==> config.mk <==
export PLATFORM = sky130hd
export DESIGN_NAME = text_frame_buffer_cursor_engine
export DESIGN_NICKNAME = d
export VERILOG_FILES = /design/src/rtl/core/tfb_pkg.sv /design/src/rtl/core/tfb_ram.sv /design/src/rtl/core/tfb_cursor.sv /design/src/rtl/core/tfb_seq.sv /design/src/rtl/core/text_frame_buffer_cursor_engine.sv
export SDC_FILE = /design/constraint.sdc
export NUM_CORES = 1
export LEC_CHECK = 0
export BUFFER_PORTS_ARGS = -buffer_cell sky130_fd_sc_hd__buf_2
export CORE_ASPECT_RATIO = 0.9
export CORE_UTILIZATION = 50
export DETAILED_ROUTE_END_ITERATION = 7
export GPL_TIMING_DRIVEN = 0
export PLACE_DENSITY = 0.72
export SLEW_MARGIN = 20
export SYNTH_ARGS = -nofsm -noshare
export SYNTH_HDL_FRONTEND = slang
export SYNTH_HIERARCHICAL = 1
export SYNTH_SLANG_ARGS = --single-unit
==> constraint.sdc <==
create_clock -name clk_i -period 7.1 [get_ports clk_i]
set_clock_uncertainty 0.15 [all_clocks]
set_input_delay 1.42 -clock clk_i [delete_from_list [all_inputs] [get_ports clk_i]]
set_output_delay 1.42 -clock clk_i [all_outputs]
set_load 0.05 [all_outputs]
==> src/rtl/core/tfb_pkg.sv <==
// Shared types, codes and helper functions for the text frame buffer cursor engine.
// Used by tfb_cursor, tfb_seq and the top module in rtl/core; depends on nothing else.
package tfb_pkg;

  typedef enum logic [3:0] {
    KIND_WRITE    = 4'd0,
    KIND_SET      = 4'd1,
    KIND_STEP     = 4'd2,
    KIND_CLR_CELL = 4'd3,
    KIND_CLR_ROW  = 4'd4,
    KIND_CLR_COL  = 4'd5,
    KIND_CLR_ALL  = 4'd6,
    KIND_SHIFT    = 4'd7,
    KIND_ROTATE   = 4'd8,
    KIND_READ     = 4'd9
  } kind_e;

  localparam logic [2:0] DIR_LEFT  = 3'd0;
  localparam logic [2:0] DIR_RIGHT = 3'd1;
  localparam logic [2:0] DIR_UP    = 3'd2;
  localparam logic [2:0] DIR_DOWN  = 3'd3;

  localparam logic [7:0] SPACE_CHAR = 8'h20;

  // Command word as it arrives on the input stream, last field (kind) in the low bits.
  typedef struct packed {
    logic [7:0] band_width;
    logic [7:0] band_start;
    logic [2:0] direction;
    logic [7:0] column;
    logic [7:0] row;
    logic [7:0] char_code;
    logic [3:0] kind;
  } cmd_t;

  typedef enum logic [3:0] {
    ST_IDLE,
    ST_FILL,
    ST_WRITE,
    ST_MREAD,
    ST_MDRAIN,
    ST_MLAST,
    ST_RDREQ,
    ST_RESP
  } state_e;

  function automatic logic [7:0] clamp_idx(input logic [7:0] v, input logic [7:0] lim);
    return (v >= lim) ? (lim - 8'd1) : v;
  endfunction

  // Band width cut at the edge; a start at or past the edge gives zero.
  function automatic logic [7:0] band_clamp(input logic [7:0] start, input logic [7:0] width,
                                            input logic [7:0] lim);
    logic [8:0] room;
    room = {1'b0, lim} - {1'b0, start};
    if (start >= lim) begin
      return 8'd0;
    end
    return ({1'b0, width} > room) ? room[7:0] : width;
  endfunction

  function automatic logic in_band(input logic [7:0] cur, input logic [7:0] start,
                                   input logic [7:0] w);
    return (cur >= start) && ({1'b0, cur} < ({1'b0, start} + {1'b0, w}));
  endfunction

endpackage

==> src/rtl/core/tfb_ram.sv <==
// Generic simple dual-port RAM: one write port, one read port with registered read data.
// Standalone; no package needed.
module tfb_ram #(
  parameter int WIDTH = 8,
  parameter int DEPTH = 32,
  localparam int AW = (DEPTH > 1) ? $clog2(DEPTH) : 1
) (
  input  logic             clk_i,
  input  logic             we_i,
  input  logic [AW-1:0]    waddr_i,
  input  logic [WIDTH-1:0] wdata_i,
  input  logic             re_i,
  input  logic [AW-1:0]    raddr_i,
  output logic [WIDTH-1:0] rdata_o
);

  logic [WIDTH-1:0] mem_q [DEPTH];
  logic [WIDTH-1:0] rdata_q;

  always_ff @(posedge clk_i) begin
    if (we_i) begin
      mem_q[waddr_i] <= wdata_i;
    end
    if (re_i) begin
      rdata_q <= mem_q[raddr_i];
    end
  end

  assign rdata_o = rdata_q;

endmodule

==> src/rtl/core/tfb_cursor.sv <==
// Cursor register and its update rules for every command kind.
// Depends on tfb_pkg for the command word, codes and clamp helpers.
module tfb_cursor #(
  parameter int ROWS    = 2,
  parameter int COLUMNS = 16,
  localparam int RW = (ROWS > 1) ? $clog2(ROWS) : 1,
  localparam int CW = $clog2(COLUMNS)
) (
  input  logic          clk_i,
  input  logic          rst_ni,
  input  logic          upd_i,
  input  tfb_pkg::cmd_t cmd_i,
  output logic [RW-1:0] row_o,
  output logic [CW-1:0] col_o
);
  import tfb_pkg::*;

  localparam logic [7:0]    LIM_R = 8'(ROWS);
  localparam logic [7:0]    LIM_C = 8'(COLUMNS);
  localparam logic [RW-1:0] ROW_L = RW'(ROWS - 1);
  localparam logic [CW-1:0] COL_L = CW'(COLUMNS - 1);

  logic [RW-1:0] row_q, row_d, row_inc, row_dec;
  logic [CW-1:0] col_q, col_d, col_inc, col_dec;
  logic [7:0]    w_rows, w_cols;

  always_comb begin
    row_inc = (row_q == ROW_L) ? '0 : row_q + RW'(1);
    row_dec = (row_q == '0) ? ROW_L : row_q - RW'(1);
    col_inc = (col_q == COL_L) ? '0 : col_q + CW'(1);
    col_dec = (col_q == '0) ? COL_L : col_q - CW'(1);
    w_rows  = band_clamp(cmd_i.band_start, cmd_i.band_width, LIM_R);
    w_cols  = band_clamp(cmd_i.band_start, cmd_i.band_width, LIM_C);
    row_d   = row_q;
    col_d   = col_q;
    case (kind_e'(cmd_i.kind))
      KIND_WRITE: begin
        col_d = col_inc;
        if (col_q == COL_L) begin
          row_d = row_inc;
        end
      end
      KIND_SET, KIND_CLR_CELL, KIND_CLR_ROW, KIND_CLR_COL: begin
        row_d = RW'(clamp_idx(cmd_i.row, LIM_R));
        col_d = CW'(clamp_idx(cmd_i.column, LIM_C));
      end
      KIND_STEP: begin
        case (cmd_i.direction)
          DIR_LEFT: begin
            col_d = col_dec;
            if (col_q == '0) begin
              row_d = row_dec;
            end
          end
          DIR_RIGHT: begin
            col_d = col_inc;
            if (col_q == COL_L) begin
              row_d = row_inc;
            end
          end
          DIR_UP:   row_d = row_dec;
          DIR_DOWN: row_d = row_inc;
          default: ;
        endcase
      end
      KIND_CLR_ALL: begin
        row_d = '0;
        col_d = '0;
      end
      KIND_SHIFT: begin
        case (cmd_i.direction)
          DIR_LEFT: begin
            row_d = RW'(clamp_idx(cmd_i.band_start, LIM_R));
            col_d = COL_L;
          end
          DIR_RIGHT: begin
            row_d = RW'(clamp_idx(cmd_i.band_start, LIM_R));
            col_d = '0;
          end
          DIR_UP: begin
            row_d = ROW_L;
            col_d = CW'(clamp_idx(cmd_i.band_start, LIM_C));
          end
          DIR_DOWN: begin
            row_d = '0;
            col_d = CW'(clamp_idx(cmd_i.band_start, LIM_C));
          end
          default: ;
        endcase
      end
      KIND_ROTATE: begin
        // The cursor travels with the band only when it sits inside it.
        case (cmd_i.direction)
          DIR_LEFT: begin
            if (in_band(8'(row_q), cmd_i.band_start, w_rows)) col_d = col_dec;
          end
          DIR_RIGHT: begin
            if (in_band(8'(row_q), cmd_i.band_start, w_rows)) col_d = col_inc;
          end
          DIR_UP: begin
            if (in_band(8'(col_q), cmd_i.band_start, w_cols)) row_d = row_dec;
          end
          DIR_DOWN: begin
            if (in_band(8'(col_q), cmd_i.band_start, w_cols)) row_d = row_inc;
          end
          default: ;
        endcase
      end
      default: ;
    endcase
  end

  always_ff @(posedge clk_i or negedge rst_ni) begin
    if (!rst_ni) begin
      row_q <= '0;
      col_q <= '0;
    end else if (upd_i) begin
      row_q <= row_d;
      col_q <= col_d;
    end
  end

  assign row_o = row_q;
  assign col_o = col_q;

endmodule

==> src/rtl/core/tfb_seq.sv <==
// Command sequencer: walks the frame store RAM for clears, writes, band moves and reads,
// and holds the result register. Depends on tfb_pkg; drives the ports of a tfb_ram.
module tfb_seq #(
  parameter int ROWS    = 2,
  parameter int COLUMNS = 16,
  localparam int RW    = (ROWS > 1) ? $clog2(ROWS) : 1,
  localparam int CW    = $clog2(COLUMNS),
  localparam int DEPTH = ROWS * COLUMNS,
  localparam int AW    = $clog2(DEPTH),
  localparam int FW    = $clog2(DEPTH + 1),
  localparam int MAXD  = (ROWS > COLUMNS) ? ROWS : COLUMNS,
  localparam int NW    = $clog2(MAXD + 1)
) (
  input  logic          clk_i,
  input  logic          rst_ni,
  input  logic          in_valid_i,
  output logic          in_ready_o,
  input  tfb_pkg::cmd_t cmd_i,
  input  logic [RW-1:0] cur_row_i,
  input  logic [CW-1:0] cur_col_i,
  output logic          we_o,
  output logic [AW-1:0] waddr_o,
  output logic [7:0]    wdata_o,
  output logic          re_o,
  output logic [AW-1:0] raddr_o,
  input  logic [7:0]    rdata_i,
  output logic          res_valid_o,
  input  logic          res_ready_i,
  output logic          res_row_o,
  output logic [3:0]    res_col_o,
  output logic [7:0]    res_char_o
);
  import tfb_pkg::*;

  state_e        state_q, state_d;
  cmd_t          cmd_q, cmd_d;
  logic [AW-1:0] fill_addr_q, fill_addr_d, wa_q, wa_d;
  logic [FW-1:0] fill_left_q, fill_left_d;
  logic          stride_q, stride_d, resp_q, resp_d;
  logic [NW-1:0] line_q, line_d, lines_left_q, lines_left_d, j_q, j_d;
  logic [NW-1:0] pend_idx_q, pend_idx_d, len_m1;
  logic          pend_valid_q, pend_valid_d;
  logic [7:0]    keep_q, keep_d;
  logic          out_valid_q, out_valid_d, out_row_q, out_row_d;
  logic [3:0]    out_col_q, out_col_d;
  logic [7:0]    out_char_q, out_char_d;
  logic [7:0]    r8, c8, w8;
  logic          horiz, vert, mv_horiz;

  function automatic logic [AW-1:0] cell_addr(input int unsigned rr, input int unsigned cc);
    return AW'(rr * COLUMNS + cc);
  endfunction

  // Cell j along the current line, in the order the band move reads it.
  function automatic logic [AW-1:0] s_addr(input logic [2:0] dir, input logic [NW-1:0] ln,
                                           input logic [NW-1:0] jj);
    logic [AW-1:0] a;
    case (dir)
      DIR_LEFT:  a = cell_addr(int'(ln), int'(jj));
      DIR_RIGHT: a = cell_addr(int'(ln), COLUMNS - 1 - int'(jj));
      DIR_UP:    a = cell_addr(int'(jj), int'(ln));
      default:   a = cell_addr(ROWS - 1 - int'(jj), int'(ln));
    endcase
    return a;
  endfunction

  always_comb begin
    r8       = clamp_idx(cmd_i.row, 8'(ROWS));
    c8       = clamp_idx(cmd_i.column, 8'(COLUMNS));
    horiz    = (cmd_i.direction == DIR_LEFT) || (cmd_i.direction == DIR_RIGHT);
    vert     = (cmd_i.direction == DIR_UP) || (cmd_i.direction == DIR_DOWN);
    w8       = band_clamp(cmd_i.band_start, cmd_i.band_width,
                          horiz ? 8'(ROWS) : 8'(COLUMNS));
    mv_horiz = (cmd_q.direction == DIR_LEFT) || (cmd_q.direction == DIR_RIGHT);
    len_m1   = mv_horiz ? NW'(COLUMNS - 1) : NW'(ROWS - 1);
  end

  // Next state.
  always_comb begin
    state_d = state_q;
    case (state_q)
      ST_IDLE: begin
        if (in_valid_i) begin
          case (kind_e'(cmd_i.kind))
            KIND_WRITE: state_d = ST_WRITE;
            KIND_CLR_CELL, KIND_CLR_ROW, KIND_CLR_COL, KIND_CLR_ALL: state_d = ST_FILL;
            KIND_SHIFT, KIND_ROTATE: begin
              state_d = ((horiz || vert) && (w8 != 8'd0)) ? ST_MREAD : ST_RDREQ;
            end
            default: state_d = ST_RDREQ;
          endcase
        end
      end
      ST_FILL: begin
        if (fill_left_q == '0) state_d = resp_q ? ST_RDREQ : ST_IDLE;
      end
      ST_WRITE:  state_d = ST_RDREQ;
      ST_MREAD: begin
        if (j_q == len_m1) state_d = ST_MDRAIN;
      end
      ST_MDRAIN: state_d = ST_MLAST;
      ST_MLAST:  state_d = (lines_left_q == NW'(1)) ? ST_RDREQ : ST_MREAD;
      ST_RDREQ:  state_d = ST_RESP;
      ST_RESP: begin
        if (!out_valid_q || res_ready_i) state_d = ST_IDLE;
      end
      default:   state_d = ST_IDLE;
    endcase
  end

  // Memory port, counters and result register.
  always_comb begin
    cmd_d        = cmd_q;
    fill_addr_d  = fill_addr_q;
    fill_left_d  = fill_left_q;
    stride_d     = stride_q;
    resp_d       = resp_q;
    wa_d         = wa_q;
    line_d       = line_q;
    lines_left_d = lines_left_q;
    j_d          = j_q;
    pend_valid_d = 1'b0;
    pend_idx_d   = pend_idx_q;
    keep_d       = keep_q;
    out_valid_d  = out_valid_q;
    out_row_d    = out_row_q;
    out_col_d    = out_col_q;
    out_char_d   = out_char_q;
    we_o         = 1'b0;
    waddr_o      = fill_addr_q;
    wdata_o      = SPACE_CHAR;
    re_o         = 1'b0;
    raddr_o      = wa_q;
    if (out_valid_q && res_ready_i) out_valid_d = 1'b0;

    case (state_q)
      ST_IDLE: begin
        if (in_valid_i) begin
          cmd_d        = cmd_i;
          resp_d       = 1'b1;
          stride_d     = 1'b0;
          fill_addr_d  = cell_addr(int'(r8), int'(c8));
          fill_left_d  = '0;
          wa_d         = (kind_e'(cmd_i.kind) == KIND_WRITE) ?
                         cell_addr(int'(cur_row_i), int'(cur_col_i)) :
                         cell_addr(int'(r8), int'(c8));
          line_d       = NW'(cmd_i.band_start);
          lines_left_d = NW'(w8);
          j_d          = '0;
          case (kind_e'(cmd_i.kind))
            KIND_CLR_CELL: fill_left_d = FW'(1);
            KIND_CLR_ROW: begin
              fill_addr_d = cell_addr(int'(r8), int'(cmd_i.column));
              if (int'(cmd_i.column) < COLUMNS) begin
                fill_left_d = FW'(COLUMNS - int'(cmd_i.column));
              end
            end
            KIND_CLR_COL: begin
              fill_addr_d = cell_addr(int'(cmd_i.row), int'(c8));
              stride_d    = 1'b1;
              if (int'(cmd_i.row) < ROWS) begin
                fill_left_d = FW'(ROWS - int'(cmd_i.row));
              end
            end
            KIND_CLR_ALL: begin
              fill_addr_d = '0;
              fill_left_d = FW'(DEPTH);
            end
            default: ;
          endcase
        end
      end
      ST_FILL: begin
        if (fill_left_q != '0) begin
          we_o        = 1'b1;
          waddr_o     = fill_addr_q;
          fill_addr_d = fill_addr_q + (stride_q ? AW'(COLUMNS) : AW'(1));
          fill_left_d = fill_left_q - FW'(1);
        end
      end
      ST_WRITE: begin
        we_o    = 1'b1;
        waddr_o = wa_q;
        wdata_o = cmd_q.char_code;
      end
      ST_MREAD: begin
        re_o         = 1'b1;
        raddr_o      = s_addr(cmd_q.direction, line_q, j_q);
        pend_valid_d = 1'b1;
        pend_idx_d   = j_q;
        j_d          = j_q + NW'(1);
      end
      ST_MLAST: begin
        we_o         = 1'b1;
        waddr_o      = s_addr(cmd_q.direction, line_q, len_m1);
        wdata_o      = (kind_e'(cmd_q.kind) == KIND_ROTATE) ? keep_q : SPACE_CHAR;
        lines_left_d = lines_left_q - NW'(1);
        line_d       = line_q + NW'(1);
        j_d          = '0;
      end
      ST_RDREQ: begin
        re_o    = 1'b1;
        raddr_o = (kind_e'(cmd_q.kind) == KIND_READ) ? wa_q :
                  cell_addr(int'(cur_row_i), int'(cur_col_i));
      end
      ST_RESP: begin
        if (!out_valid_q || res_ready_i) begin
          out_valid_d = 1'b1;
          out_row_d   = 1'(cur_row_i);
          out_col_d   = 4'(cur_col_i);
          out_char_d  = rdata_i;
        end
      end
      default: ;
    endcase

    // The word read in the previous cycle moves one place back along the line;
    // the first one is kept for the wrap-around end.
    if (pend_valid_q) begin
      if (pend_idx_q == '0) begin
        keep_d = rdata_i;
      end else begin
        we_o    = 1'b1;
        waddr_o = s_addr(cmd_q.direction, line_q, pend_idx_q - NW'(1));
        wdata_o = rdata_i;
      end
    end
  end

  always_ff @(posedge clk_i or negedge rst_ni) begin
    if (!rst_ni) begin
      state_q      <= ST_FILL;
      fill_addr_q  <= '0;
      fill_left_q  <= FW'(DEPTH);
      stride_q     <= 1'b0;
      resp_q       <= 1'b0;
      line_q       <= '0;
      lines_left_q <= '0;
      j_q          <= '0;
      pend_valid_q <= 1'b0;
      pend_idx_q   <= '0;
      out_valid_q  <= 1'b0;
    end else begin
      state_q      <= state_d;
      fill_addr_q  <= fill_addr_d;
      fill_left_q  <= fill_left_d;
      stride_q     <= stride_d;
      resp_q       <= resp_d;
      line_q       <= line_d;
      lines_left_q <= lines_left_d;
      j_q          <= j_d;
      pend_valid_q <= pend_valid_d;
      pend_idx_q   <= pend_idx_d;
      out_valid_q  <= out_valid_d;
    end
  end

  always_ff @(posedge clk_i) begin
    cmd_q      <= cmd_d;
    wa_q       <= wa_d;
    keep_q     <= keep_d;
    out_row_q  <= out_row_d;
    out_col_q  <= out_col_d;
    out_char_q <= out_char_d;
  end

  assign in_ready_o  = (state_q == ST_IDLE);
  assign res_valid_o = out_valid_q;
  assign res_row_o   = out_row_q;
  assign res_col_o   = out_col_q;
  assign res_char_o  = out_char_q;

  a_no_rw_clash: assert property (@(posedge clk_i) disable iff (!rst_ni)
    !(we_o && re_o && (waddr_o == raddr_o)))
    else $error("frame store read and written at the same cell in one cycle");

  a_pend_from_read: assert property (@(posedge clk_i) disable iff (!rst_ni)
    pend_valid_q |-> $past(state_q == ST_MREAD))
    else $error("move data pending without a read issued");

  a_lines_left: assert property (@(posedge clk_i) disable iff (!rst_ni)
    (state_q == ST_MREAD || state_q == ST_MLAST) |-> (lines_left_q != '0))
    else $error("band move running with no lines left");

  a_fill_range: assert property (@(posedge clk_i) disable iff (!rst_ni)
    (state_q == ST_FILL && fill_left_q != '0) |-> (int'(fill_addr_q) < DEPTH))
    else $error("clear sweep outside the frame store");

endmodule

==> src/rtl/core/text_frame_buffer_cursor_engine.sv <==
// All words share the single RAM port pair: a write stores its char at the cursor cell,
// clears sweep the cleared cells, shift/rotate walk each band line, and every word ends
// with the result read. Throughput: one word at a time; the worst case is a full vertical
// band move at 2x16. The result register lets the next word enter while a result waits.
// Reset: the cursor goes to (0, 0) and a clearing pass writes spaces to all
// ROWS*COLUMNS cells, one per cycle, with s_axis_tready low.
module text_frame_buffer_cursor_engine #(
  parameter int ROWS    = 2,
  parameter int COLUMNS = 16
) (
  input  logic        clk_i,
  input  logic        rst_ni,
  input  logic        s_axis_tvalid,
  output logic        s_axis_tready,
  // kind[3:0], char_code[11:4], row[19:12], column[27:20], direction[30:28],
  // band_start[38:31], band_width[46:39], zero pad [47]
  input  logic [47:0] s_axis_tdata,
  output logic        m_axis_tvalid,
  input  logic        m_axis_tready,
  // cursor_row[0], cursor_column[4:1], cell_char[12:5], zero pad [15:13]
  output logic [15:0] m_axis_tdata
);
  import tfb_pkg::*;

  localparam int RW    = (ROWS > 1) ? $clog2(ROWS) : 1;
  localparam int CW    = $clog2(COLUMNS);
  localparam int DEPTH = ROWS * COLUMNS;
  localparam int AW    = $clog2(DEPTH);

  cmd_t          cmd;
  logic          accept;
  logic [RW-1:0] cur_row;
  logic [CW-1:0] cur_col;
  logic          mem_we, mem_re;
  logic [AW-1:0] mem_waddr, mem_raddr;
  logic [7:0]    mem_wdata, mem_rdata;
  logic          res_row;
  logic [3:0]    res_col;
  logic [7:0]    res_char;

  assign cmd    = cmd_t'(s_axis_tdata[46:0]);
  assign accept = s_axis_tvalid && s_axis_tready;

  tfb_cursor #(.ROWS(ROWS), .COLUMNS(COLUMNS)) u_cursor (
    .clk_i  (clk_i),
    .rst_ni (rst_ni),
    .upd_i  (accept),
    .cmd_i  (cmd),
    .row_o  (cur_row),
    .col_o  (cur_col)
  );

  tfb_ram #(.WIDTH(8), .DEPTH(DEPTH)) u_store (
    .clk_i   (clk_i),
    .we_i    (mem_we),
    .waddr_i (mem_waddr),
    .wdata_i (mem_wdata),
    .re_i    (mem_re),
    .raddr_i (mem_raddr),
    .rdata_o (mem_rdata)
  );

  tfb_seq #(.ROWS(ROWS), .COLUMNS(COLUMNS)) u_seq (
    .clk_i       (clk_i),
    .rst_ni      (rst_ni),
    .in_valid_i  (s_axis_tvalid),
    .in_ready_o  (s_axis_tready),
    .cmd_i       (cmd),
    .cur_row_i   (cur_row),
    .cur_col_i   (cur_col),
    .we_o        (mem_we),
    .waddr_o     (mem_waddr),
    .wdata_o     (mem_wdata),
    .re_o        (mem_re),
    .raddr_o     (mem_raddr),
    .rdata_i     (mem_rdata),
    .res_valid_o (m_axis_tvalid),
    .res_ready_i (m_axis_tready),
    .res_row_o   (res_row),
    .res_col_o   (res_col),
    .res_char_o  (res_char)
  );

  assign m_axis_tdata = {3'b000, res_char, res_col, res_row};

endmodule
# == Word level (Yosys, flattened, before mapping) ==
# Memories as Yosys holds them, arrays and structs flattened. A register that Yosys moved wholly into a read port is not among the register bits.
# Cells that the tools add are included.
# Widths: inputs -> output; s select.
# word_totals
ff_bits,85
ram_bits,256
inputBits,52
out_inout_bits,18
elab_cells,243
n_memories,1
# mem_list
name,depth,width,read_ports,rd_ports_with_merged_regs,write_ports,line_no,source
u_store.mem_q,32,8,1,1,1,tfb_ram.sv:17,logic [WIDTH-1:0] mem_q [DEPTH];
# classes
n_addsub,39
magnitude_cmp,14
n_eq_ne,41
muxes,87
n_reduce_logical,40
# op_table
op,count
$mux 8,12
$add 5x5->5,15
$pmux 5 s3,5
$mux 5,12
$pmux 5 s2,5
$mux 4,10
$eq 4x3->1 const B,8
$pmux 4 s8,1
$gt 8x9->1,3
$mux 6,4
$pmux 4 s3,2
$pmux 4 s6,1
$pmux 6 s4,1
$mux 1,22
$add 8x8->9,2
$ne 3x2->1 const B,6
$eq 4x2->1 const B,4
$eq 4x4->1 const B,4
$ge 8x2->1 const B,2
$ge 8x5->1 const B,2
$pmux 4 s2,2
$pmux 8 s2,1
$logic_not 4->1,3
$pmux 6 s2,1
56 further kinds,93

# == Logic depth before layout (Yosys ltp) ==
# Gate-level depths: netlist of the first run.
# logic_depth
ltp_word,13
depth_mapped,24
mapped_depth_nobuf,22

# == Modules after synthesis ==
# The synthesis of the first run kept the hierarchy.
# modules_own_cells
module,instances,cells_each,area_per_inst_um2,seq_area_each_um2
tfb_ram,1,417,10133.5,7927.6
tfb_seq,1,536,5019.8,2184.6
tfb_cursor,1,288,2177.1,125.1
text_frame_buffer_cursor_engine,1,6,40.0,0.0

# == Worst setup path before layout of the first run ==
# OpenSTA, ideal clock, no wires.
# synth_path
path_type,input port to flip-flop
from,input port s_axis_tdata[31]
to,"register u_cursor.row_q, in the netlist u_cursor/row_o"
setup_ps,88
arrival_time_ps,5329
required_ps,6862
path_slack_ps,1533
stages,23
n_path_buf,2
path_cell_list,clkbuf_1 inv_1 ha_1 a31oi_1 nor2_1 xor2_1 ha_1 a21o_1 a211oi_1 a31oi_1 and4bb_2 buf_2 mux2i_1 nor2_1 ha_1 fa_1 inv_1 ha_1 a2111oi_0 a21oi_1 nand4_1 a31oi_1 a41oi_1
# synth_via
elab_chain_cells,9
word_cells_on_any_way,17
classes_between,2 x add/sub; 5 x order compare; 2 x eq/ne; 6 x mux; 2 x reduce/logical
# synth_rtl
item,line_no,source
"start, declared",text_frame_buffer_cursor_engine.sv:17,"input logic [47:0] s_axis_tdata,"
$sub 5x8->9,tfb_pkg.sv:55,"room = {1'b0, lim} - {1'b0, start};"
$gt 8x9->1,tfb_pkg.sv:59,"return ({1'b0, width} > room) ? room[7:0] : width;"
$mux 8 (2 in a row),tfb_pkg.sv:59,
$add 8x8->9,tfb_pkg.sv:64,"return (cur >= start) && ({1'b0, cur} < ({1'b0, start} + {1'b0, w}));"
$lt 4x9->1,tfb_pkg.sv:64,
$logic_and 1x1->1,tfb_pkg.sv:64,
$ne 3x2->1 (no source line),-,
$reduce_and 8->1 (no source line),-,
"end signal, assigned",tfb_cursor.sv:118,row_q <= row_d;
"end, declared",tfb_cursor.sv:23,"logic [RW-1:0] row_q, row_d, row_inc, row_dec;"
# Several ways; a longest one is shown, not always the timed one.
# A chain may end at the register's enable or synchronous reset.

# == Worst setup path after layout of the first run ==
# Ends and elaborated chain as after synthesis.

==> impl_metrics.json, run 1 <==
{
  "syn-cell-area_um2": 17400,
  "ys.flop_type": "edfxtp_1",
  "status": "finished, final reports clean",
  "hpwl_mm": 29.1,
  "grt_pass1_vias": 11000,
  "grt_setup_unrepaired": "no",
  "yosys.area.top_type": "edfxtp_1",
  "drive_above_1_share_pct": 19.3,
  "seq_area_um2": 10200,
  "path_max_fanout": 11,
  "end_kind": "flop",
  "critical_path.startpoint_type": "input pin",
  "clkTransAtPathRegs_ns": 0.06,
  "diodes": 0,
  "ys_seq_area_share_pct": 58.9,
  "fmax_ghz": 0.162,
  "synth.most_common_cell": "edfxtp_1",
  "cts-resized-gates": 0,
  "cts_inserted_buffers": 35,
  "vias": 11400,
  "p_per_area_nw_per_um2": 426,
  "hold_path_class": "flop to flop",
  "vias_per_cell": 6.20,
  "tns_ns": 0,
  "peakVddDrop_mv": 0.252,
  "tritoncts": "yes",
  "async_flop_share_pct": 12.4,
  "placed_area_um2": 18400,
  "synth_common_cells": "edfxtp_1 (305), nor2_1 (125), mux4_2 (80), nand2_1 (68), ha_1 (67)",
  "finalHoldViolations": 0,
  "cts_hold_buf": 0,
  "ys_seq_elements": 348,
  "ys.warnings.count": 6,
  "slew_headroom_pct": 24.1,
  "wire_per_inst_um": 23.4,
  "grt_overflow": 0,
  "io_pins": 70,
  "fin_area_um2": 19500,
  "ys_top_cells_by_area": "edfxtp_1 (53%), mux4_2 (10%), dfrtp_1 (5.9%), ha_1 (4.8%), nor2_1 (2.7%)",
  "drtIter0Drc": 1224,
  "dieArea_um2": 35500,
  "numClockSinks": 348,
  "drc": 0,
  "ant_nets": 0,
  "antenna_found_initial": 0,
  "critical_path_arrival_ns": 6.43,
  "clock_latency_ns": 0.51,
  "area_growth_syn_to_layout_pct": 12.4,
  "port_buffers": 65,
  "drtPass1Iterations": 5,
  "max_cap_violations": 0,
  "num-fill-cells": 2638,
  "path_class": "input pin to flop",
  "cts_max_level": 2,
  "synth_top_area_share_pct": 52.7,
  "fp.dieW_um": 198,
  "die_y_um": 179,
  "root_buffer": "clkbuf_16",
  "gp_congestion": 0.901,
  "worstMarginPinSlew_ns": 1.13,
  "grt_pass1_wl_mm": 64.8,
  "required_ns": 7.36,
  "cts_buffer_depth": 3,
  "post_cts_buffers": 0,
  "hold_ws_ns": 0.337,
  "report.final.setup_viol": 0,
  "finalWirelength_mm": 43.0,
  "fin_nets": 1475,
  "core.rowCount": 64,
  "synth_cells": 1247,
  "yosysUniqueCellTypes": 87,
  "syn_area_per_cell_um2": 13.9,
  "multiInputGateArea_um2": 6760,
  "synth_edf_count": 305,
  "period_needed_ns": 6.18,
  "maxSlewViolCount": 0,
  "coreArea_um2": 34100,
  "p_leak_nw": 6.92,
  "grtUsageTotal_pct": 24.5,
  "min_period_over_period_pct": 87.0,
  "grt_start_max_net_pins": 44,
  "start_util_pct": 50.9
}
## kinds of logic after synthesis
logic type               after synthesis  synth area share (%)
buffers and inverters                103                  2.62
multiplexers                          97                  11.4
flip-flops                           348                  58.9
adder cells (fa/ha/maj)               70                  5.17
AO/OA/AOI/OAI                        231                  8.96
AND/OR/NAND/NOR                      351                  10.6
other                                  1                0.0216
XOR/XNOR                              46                  2.32
## per-layer routing
layer	GRT usage, %	part of all wire [%]	vias up
li1	-	-	5075
met3	7.04	11	61
met2	36.7	44	567
met4	5.61	2.0	0
met5	0	0	-
met1	35.4	43	5705
## state kept, by name (all words and copies together), names as in the netlist
signal              cells
u_seq/res_row_o         1
u_seq/pend_valid_q      1
u_seq/lines_left_q      5
u_seq/res_char_o        8
u_seq/keep_q            8
u_cursor/row_o          1
u_seq/stride_q          1
u_seq/resp_q            1
u_store/rdata_o         8
u_seq/j_q               5
u_cursor/col_o          4
u_seq/line_q            5
u_seq/fill_left_q       6
u_seq/pend_idx_q        5
u_seq/cmd_q            15
u_store/mem_q         256
u_seq/res_valid_o       1
u_seq/wa_q              5
u_seq/fill_addr_q       5
u_seq/res_col_o         4
u_seq/state_q           3
## cells in the final DEF, fill, tap and decap left out, types with 9 or more instances in the layout
cell type  instances
a211oi_1          12
clkbuf_16         35
inv_1             44
and3_1            10
mux2_2             9
nand3_1           18
buf_2             71
xnor2_1           30
xor2_1            16
and2_1            12
mux4_2            80
nor3_1            17
a221oi_1           9
nand2b_1          16
or4_1              9
o21ai_0           51
buf_4             11
a21o_1            12
a21oi_1           49
nor2b_1           10
nand2_1           68
nor2_1           118
edfxtp_1         305
a31oi_1           17
clkbuf_1          36
dfrtp_1           41
o22ai_1            9
ha_1              67
## path summary, 6_finish.rpt
path                                                       from                         endpoint  slack (ns)  depth (start not counted)
worst max-delay path                           s_axis_tdata[31]       u_cursor/row_o$_DFFE_PN0P_        0.92                         24
worst min-delay path               u_store/rdata_o[6]$_DFFE_PP_        u_seq/keep_q[6]$_DFFE_PP_        0.34                          0
worst max register to register  u_seq/pend_idx_q[0]$_DFFE_PN0P_   u_store/mem_q[18][0]$_DFFE_PP_        2.37                          9
worst min register to register     u_store/rdata_o[6]$_DFFE_PP_        u_seq/keep_q[6]$_DFFE_PP_        0.34                          0
max in group asynchronous                                rst_ni  u_seq/pend_idx_q[4]$_DFFE_PN0P_        5.61                          1
min in group asynchronous                                rst_ni    u_cursor/col_o[2]$_DFFE_PN0P_        0.78                          1
## cell type report
cell class	count	area share, %
sequential	348	52.4
multi-input combinational	798	34.6
clock buffer	43	4.69
inverter	46	0.885
timing repair buffer	67	1.88
tap	462	2.96
buffer	57	1.45
clock inverter	19	1.06
## worst max-delay path, cell delays in order
cell and delay (ns):
buf_2 0.28, clkbuf_1 0.42, inv_1 0.12, ha_1 0.28, a31oi_1 0.27, nor2_1 0.10, xor2_1 0.16, ha_1 0.31
a21o_1 0.20, a211oi_1 0.25, a31oi_1 0.06, and4bb_2 0.23, buf_2 0.18, mux2i_1 0.17, nor2_1 0.06, ha_1 0.22
fa_1 0.50, inv_1 0.05, ha_1 0.26, a2111oi_0 0.38, a21oi_1 0.10, nand4_1 0.12, a31oi_1 0.10, a41oi_1 0.18
## metrics by stage
step                power, W  setup WS, ns  std cells  utilization (%)
finish               0.00831         0.924       1840             57.2
global route         0.00865         0.639       1840             57.2
CTS                  0.00826          1.02       1840             57.2
detailed placement   0.00643         0.555       1778             53.9
global placement     0.00628         0.658       1776             53.6
floorplan            0.00531          1.53       1249                -
## report_power, final
part | switching, W | leakage (nW) | internal [W]
registers | 0.000218 | 3.32 | 0.00288
logic | 0.00210 | 3.06 | 0.00130
clock network | 0.000748 | 0.542 | 0.00107
total | 0.00307 | 6.92 | 0.00524
Note: power is estimated with default switching activity, not from simulation.
==> run 2: changes to the inputs <==
Settings changed: PLACE_DENSITY 0.72 to not set, PLACE_DENSITY_LB_ADDON set to 0.2, REMOVE_ABC_BUFFERS set to 1.
==> impl_metrics.json, run 2 (synthesis results as in run 1) <==
{
  "final_common_cell": "edfxtp_1",
  "cts-resized-gates": 0,
  "dieArea_um2": 35500,
  "diodes": 0,
  "grt_setup_unrepaired": "no",
  "top_register": "u_store/mem_q",
  "grt_start_max_net_pins": 44,
  "finalHoldViolations": 0,
  "largest_reg_flops": 256,
  "post-route-util_pct": 57.0,
  "peakVddDrop_mv": 0.217,
  "fin_nets": 1435,
  "status": "finished, final reports clean",
  "coreArea_um2": 34100,
  "final_cell_mix": "edfxtp_1 (305), nor2_1 (118), mux4_2 (80)",
  "critical_path_arrival_ns": 5.96,
  "fp.dieW_um": 198,
  "slew_headroom_pct": 35.0,
  "maxSlewViolCount": 0,
  "required_ns": 7.38,
  "post_cts_buffers": 0,
  "cts_buffer_depth": 3,
  "start_util_pct": 50.9,
  "antenna_found_initial": 0,
  "vias": 10900,
  "grt_pass1_vias": 10700,
  "grt_overflow": 0,
  "cts_hold_buf": 0,
  "finalWirelength_mm": 40.1,
  "port_buffers": 65,
  "reg_top3": "u_store/mem_q: 256 flops, u_seq/cmd_q: 15 flops",
  "fmax_ghz": 0.176,
  "tritoncts": "yes",
  "path_class": "input pin to flop",
  "numClockSinks": 348,
  "gp_congestion": 0.845,
  "clkTransAtPathRegs_ns": 0.06,
  "period_needed_ns": 5.68,
  "drtPass1Iterations": 5,
  "min_period_over_period_pct": 80.1,
  "grt_pass1_wl_mm": 61.9,
  "hold_path_class": "flop to flop",
  "max_cap_violations": 0,
  "root_buffer": "clkbuf_16",
  "io_pins": 70,
  "ant_nets": 0,
  "drive_above_1_share_pct": 20.1,
  "cts_max_level": 2,
  "end_kind": "flop",
  "path_max_fanout": 14,
  "drc": 0,
  "grtUsageTotal_pct": 23.1,
  "drtIter0Drc": 845,
  "hpwl_mm": 27.8,
  "wire_per_inst_um": 22.3,
  "hold_ws_ns": 0.325,
  "cts_inserted_buffers": 35,
  "p_leak_nw": 6.91,
  "clock_latency_ns": 0.52,
  "report.final.setup_viol": 0,
  "die_y_um": 179,
  "core.rowCount": 64,
  "worstMarginPinSlew_ns": 0.962,
  "critical_path.startpoint_type": "input pin",
  "area_growth_syn_to_layout_pct": 11.9,
  "vias_per_cell": 6.05,
  "p_per_area_nw_per_um2": 422
}
run 2: cell count changes in the layout (fill, tap and decap cells not counted), moves of 3 or more:
cell      before  now
clkinv_2       4    8
buf_1          8    0
buf_2         71   64
buf_4         11   14
clkbuf_1      36    1
run 2: path summary, 6_finish.rpt:
check	slack [ns]	start	endpoint	depth (start not counted)
worst max-delay path	1.42	s_axis_tdata[32]	u_cursor/row_o$_DFFE_PN0P_	23
worst min-delay path	0.32	u_store/rdata_o[6]$_DFFE_PP_	u_seq/res_char_o[6]$_DFFE_PP_	0
worst max register to register	2.47	u_seq/cmd_q[29]$_DFFE_PP_	u_store/rdata_o[6]$_DFFE_PP_	12
worst min register to register	0.32	u_store/rdata_o[6]$_DFFE_PP_	u_seq/res_char_o[6]$_DFFE_PP_	0
max in group asynchronous	5.63	rst_ni	u_seq/pend_idx_q[3]$_DFFE_PN0P_	1
min in group asynchronous	0.75	rst_ni	u_cursor/row_o$_DFFE_PN0P_	1
run 2: critical path, stage by stage:
cell and delay (ns):
buf_2 0.34, inv_1 0.16, ha_1 0.28, a31oi_1 0.24, nor2_1 0.08, xor2_1 0.15, ha_1 0.29, a21o_1 0.20
a211oi_1 0.29, a31oi_1 0.06, and4bb_2 0.32, mux2i_1 0.14, nor2_1 0.25, ha_1 0.29, a21o_1 0.19, a21oi_1 0.17
xor2_1 0.10, ha_1 0.19, a2111oi_0 0.35, a21oi_1 0.07, nand4_1 0.11, a31oi_1 0.08, a41oi_1 0.17
run 2: routing by layer:
layer,part of all wire [%],GRT usage [%],up-vias
li1,-,-,4981
met3,6.7,3.86,47
met2,47,36.9,385
met4,1.5,5.35,0
met1,45,33.3,5470
met5,0,0,-
run 2: metrics by stage:
stage / setup WS (ns) / instance area (um^2) / std cells / TNS [ns] / power [W]
after floorplan: 1.33 / 17100 / 1192 / 0 / 0.00534
after global routing: 1.02 / 19400 / 1799 / 0 / 0.00863
after CTS: 1.44 / 19400 / 1799 / 0 / 0.00824
final: 1.42 / 19400 / 1799 / 0 / 0.00821
after global placement: -1.48 / 18000 / 1719 / -11.45 / 0.00635
after detailed placement: 0.916 / 18300 / 1738 / 0 / 0.00638
run 2: area by class of cell:
cell class / instances / area [um^2]
Inverter: 46 / 173
Multi-Input combinational cell: 798 / 6760
Tap cell: 462 / 578
Fill cell: 2710 / 14700
Clock buffer: 37 / 893
Sequential cell: 348 / 10200
Clock inverter: 24 / 265
Timing Repair Buffer: 84 / 533
run 2: where the power goes:
group          internal [W]  switching [W]
clock network       0.00107       0.000777
registers           0.00288       0.000272
logic               0.00133        0.00189
total               0.00527        0.00294
